[src/rtl/core/buddy_block_allocator_core_macros.svh]
// Assertion helpers shared by the core
`ifndef BUDDY_BLOCK_ALLOCATOR_CORE_MACROS_SVH
`define BUDDY_BLOCK_ALLOCATOR_CORE_MACROS_SVH

// same-cycle implication
`define BBA_ASSERT_NOW(label, ante, cons, msg) \
    label: assert property (@(posedge clk) disable iff (!rst_n) (ante) |-> (cons)) \
        else $error(msg);

// next-cycle implication
`define BBA_ASSERT_NEXT(label, ante, cons, msg) \
    label: assert property (@(posedge clk) disable iff (!rst_n) (ante) |=> (cons)) \
        else $error(msg);

`endif

[src/rtl/core/bba_ram.sv]
module bba_ram #(
    parameter int WIDTH = 8,
    parameter int DEPTH = 16
) (
    input  logic                     clk,
    input  logic                     we,
    input  logic [$clog2(DEPTH)-1:0] waddr,
    input  logic [WIDTH-1:0]         wdata,
    input  logic [$clog2(DEPTH)-1:0] raddr,
    output logic [WIDTH-1:0]         rdata
);

    logic [WIDTH-1:0] mem [DEPTH];

    always_ff @(posedge clk)
    begin
        if (we)
        begin
            mem[waddr] <= wdata;
        end
        rdata <= mem[raddr];
    end

endmodule

[config.mk]
export PLATFORM = sky130hd
export DESIGN_NAME = bba_ram
export DESIGN_NICKNAME = d
export VERILOG_FILES = /design/src/rtl/core/buddy_block_allocator_core_macros.svh /design/src/rtl/core/bba_ram.sv
export SDC_FILE = /design/constraint.sdc
export NUM_CORES = 1
export LEC_CHECK = 0
export ABC_AREA = 1
export BUFFER_PORTS_ARGS = -buffer_cell sky130_fd_sc_hd__buf_2
export CAP_MARGIN = 20
export CORE_ASPECT_RATIO = 1.2
export CORE_MARGIN = 2
export CORE_UTILIZATION = 65
export DETAILED_ROUTE_END_ITERATION = 6
export PLACE_DENSITY_LB_ADDON = 0.05
export SETUP_SLACK_MARGIN = 0.1
export SYNTH_ARGS = -nofsm -noshare
export SYNTH_HDL_FRONTEND = slang
export SYNTH_SLANG_ARGS = --single-unit
export TNS_END_PERCENT = 5
[constraint.sdc]
create_clock -name clk -period 2.36 [get_ports clk]
set_input_delay 0.118 -clock clk [delete_from_list [all_inputs] [get_ports clk]]
set_output_delay 0.118 -clock clk [all_outputs]
set_load 0.02 [all_outputs]
==> impl_metrics.tcl <==
set metrics [dict create \
    synthTopCellsByArea "edfxtp_1, nand2_1, nand3_1, inv_1, dfxtp_1" \
    synth_edf_count 128 \
    finalCriticalPeriod_ns 1.10 \
    start_kind "flop" \
    ys.flop_type "edfxtp_1" \
    numCtsBuffers 17 \
    ys_types 12 \
    cts_max_level 4 \
    remaining_drc_errors 0 \
    drt_iter0_drc 394 \
    yosysTopAreaCell "edfxtp_1" \
    start_util 0.670 \
    ir_drop_mv 0.689 \
    antenna_found_initial 0 \
    synth_compound_area_frac 0 \
    clock_path_buffers 2 \
    tightestPinTransition_ns 0.878 \
    drive_gt1_frac 0.102 \
    finish.instance_area_um2 6610 \
    die_area_um2 9640 \
    path_class "reg -> out" \
    maxCapViolations 0 \
    final_max_slew_viol_count 0 \
    cp_max_fo 1 \
    vias_per_cell 5.45 \
    port_buffers 25 \
    dr_total_vias 3847 \
    syn_area_um2 5770 \
    fill_cells 580 \
    ant_nets 0 \
    cts_tree "yes" \
    r2r_slack_ns 1.27 \
    ios 26 \
    cp_slowest_cell "dfxtp_1" \
    crit_family "flip-flops" \
    core_um2 8610 \
    status "complete, no violations" \
    cp_cell_sequence "buf_2" \
    fp-row-count 37 \
    yosys-top-cells-count "nand2_1, edfxtp_1, inv_1, nand3_1, nor2_1" \
    yosys.area_share.xor_xnor 0 \
    async_reset_ff_frac 0 \
    arrival_ns 0.98 \
    netlist_instances 551 \
    grt_max_degree 65 \
    seq_area_frac_synth 0.694 \
    cts_sinks 136 \
    dpl_cell_area_um2 5920 \
    wirelength_mm 12.3 \
    hold_path_depth 1 \
    required_ns 2.24 \
    r2r_start "mem[5][7]$_DFFE_PP_" \
    ys_seq_elements 136 \
    gp_congestion 0.826 \
    yosysTopAreaCellShare 0.667 \
    diodes 0 \
    grt_pass1_wl_mm 19.0 \
    root_buffer "clkbuf_8" \
    synthSimpleGateAreaFrac 0.210 \
    powerDensity_nw_per_um2 907 \
    finalHoldViolations 0 \
    clkTransAtPathRegs_ns 0.06 \
    slew_headroom 0.412 \
    dp_hpwl_mm 7.18 \
    synthAdderAreaFrac 0 \
    r2r_cells 6 \
    utilization 0.767 \
    synth_nets 569 \
    synth_top_family_by_area "simple AND/OR/NAND/NOR gates" \
    hp-class "in -> reg" \
    r2r_end "rdata[7]$_DFF_P_" \
    ys_warn_count 0 \
    end_kind "output port" \
    die_x_um 90.0 \
    yosysMostFrequentCell "nand2_1" \
    grt_pass1_vias 3618 \
    cts-resized-gates 0 \
    critical_path_buf_inv_count 1 \
    nets 594 \
    overflow 0 \
    dr.pass1.iters 7 \
    setup-violations-final 0 \
    area_delta_synth_final_pct 14.5 \
    min_from "wdata[5]" \
    fmax_mhz 910 \
    hold_end "mem[5][5]$_DFFE_PP_" \
    finalCritPeriodShare 0.466 \
    grt_use_total 0.273 \
    die_y_um 107 \
    fin_setup_tns_ns 0 \
    slowest_delay_ns 0.31 \
    rsz0062_at_grt "false" \
    synth_mux_area_frac 0 \
    avgSynthCellArea_um2 10.5 \
    wl_per_cell_um 17.4 \
    p_leak_nw 2.87 \
    clk_latency_ns 0.52 \
    finClkSkew_ns 0.00658 \
]
==> registers in the layout, summed over array words and instances, names as in the netlist <==
register  cells
rdata         8
mem         128
==> cell families (layout without fill, tap and decap cells) <==
kind of cell,Yosys count,in the layout
buf+inv,126,164
flops,136,136
simple gates,289,289
==> worst max path at each step <==
stage / start / endpoint / slack [ns] / cells past startpoint
after floorplan: waddr[2] / mem[10][0]$_DFFE_PP_ / 1.29 / 2
after global placement: waddr[2] / mem[11][0]$_DFFE_PP_ / 0.86 / 3
after detailed placement: waddr[2] / mem[8][0]$_DFFE_PP_ / 0.79 / 3
after CTS: rdata[3]$_DFF_P_ / rdata[3] / 1.24 / 1
after global routing: mem[5][7]$_DFFE_PP_ / rdata[7]$_DFF_P_ / 1.21 / 6
final: rdata[7]$_DFF_P_ / rdata[7] / 1.26 / 1
==> metrics by stage <==
stage,instances,hold WS [ns],total power [mW],setup WS [ns]
2_1_floorplan,551,0.217,2.97,1.29
5_1_grt,706,0.0190,6.15,1.21
6_report,706,0.0283,5.99,1.26
3_3_place_gp,672,0.480,3.09,0.864
4_1_cts,705,0.00318,6.00,1.24
3_5_place_dp,672,0.478,3.10,0.791
==> cells in the final DEF (no fill, tap or decap), types with 3 or more instances in the layout <==
| cell type | instances |
|---|---|
| inv_1 | 100 |
| edfxtp_1 | 128 |
| clkbuf_16 | 16 |
| bufinv_16 | 6 |
| buf_2 | 25 |
| clkbuf_8 | 3 |
| nand2_1 | 173 |
| nor2_1 | 17 |
| dfxtp_1 | 8 |
| nand3_1 | 97 |
==> routing by layer <==
| layer | global-route usage | vias up | wire [um] | share of wire |
|---|---|---|---|---|
| met4 | 0.120 | 0 | 363 | 0.030 |
| li1 | - | 1824 | - | - |
| met3 | 0.0675 | 31 | 1020 | 0.083 |
| met2 | 0.460 | 192 | 6230 | 0.51 |
| met5 | 0 | - | 0 | 0 |
| met1 | 0.340 | 1800 | 4650 | 0.38 |
==> power by group <==
group | switching (mW) | internal (mW)
sequential | 0.0135 | 2.70
clock | 0.950 | 1.98
combinational | 0.247 | 0.0929
==> cell type report <==
cell class	instances	area (um2)	area share
Inverter	102	383	0.0580
Tap cell	117	146	0.0222
Clock buffer	20	445	0.0674
Sequential cell	136	4000	0.606
Multi-Input combinational cell	289	1210	0.184
Timing Repair Buffer	30	193	0.0292
Clock inverter	12	220	0.0333
==> what timing repair did <==
| action | in CTS | in global routing |
|---|---|---|
| hold buffers | 1 | 1 |
| endpoints found under the hold margin | 7 | 4 |
| endpoints found under the setup margin | 0 | 0 |
| buffers inserted | 0 | 0 |
Note: power is estimated with default switching activity, not from simulation.
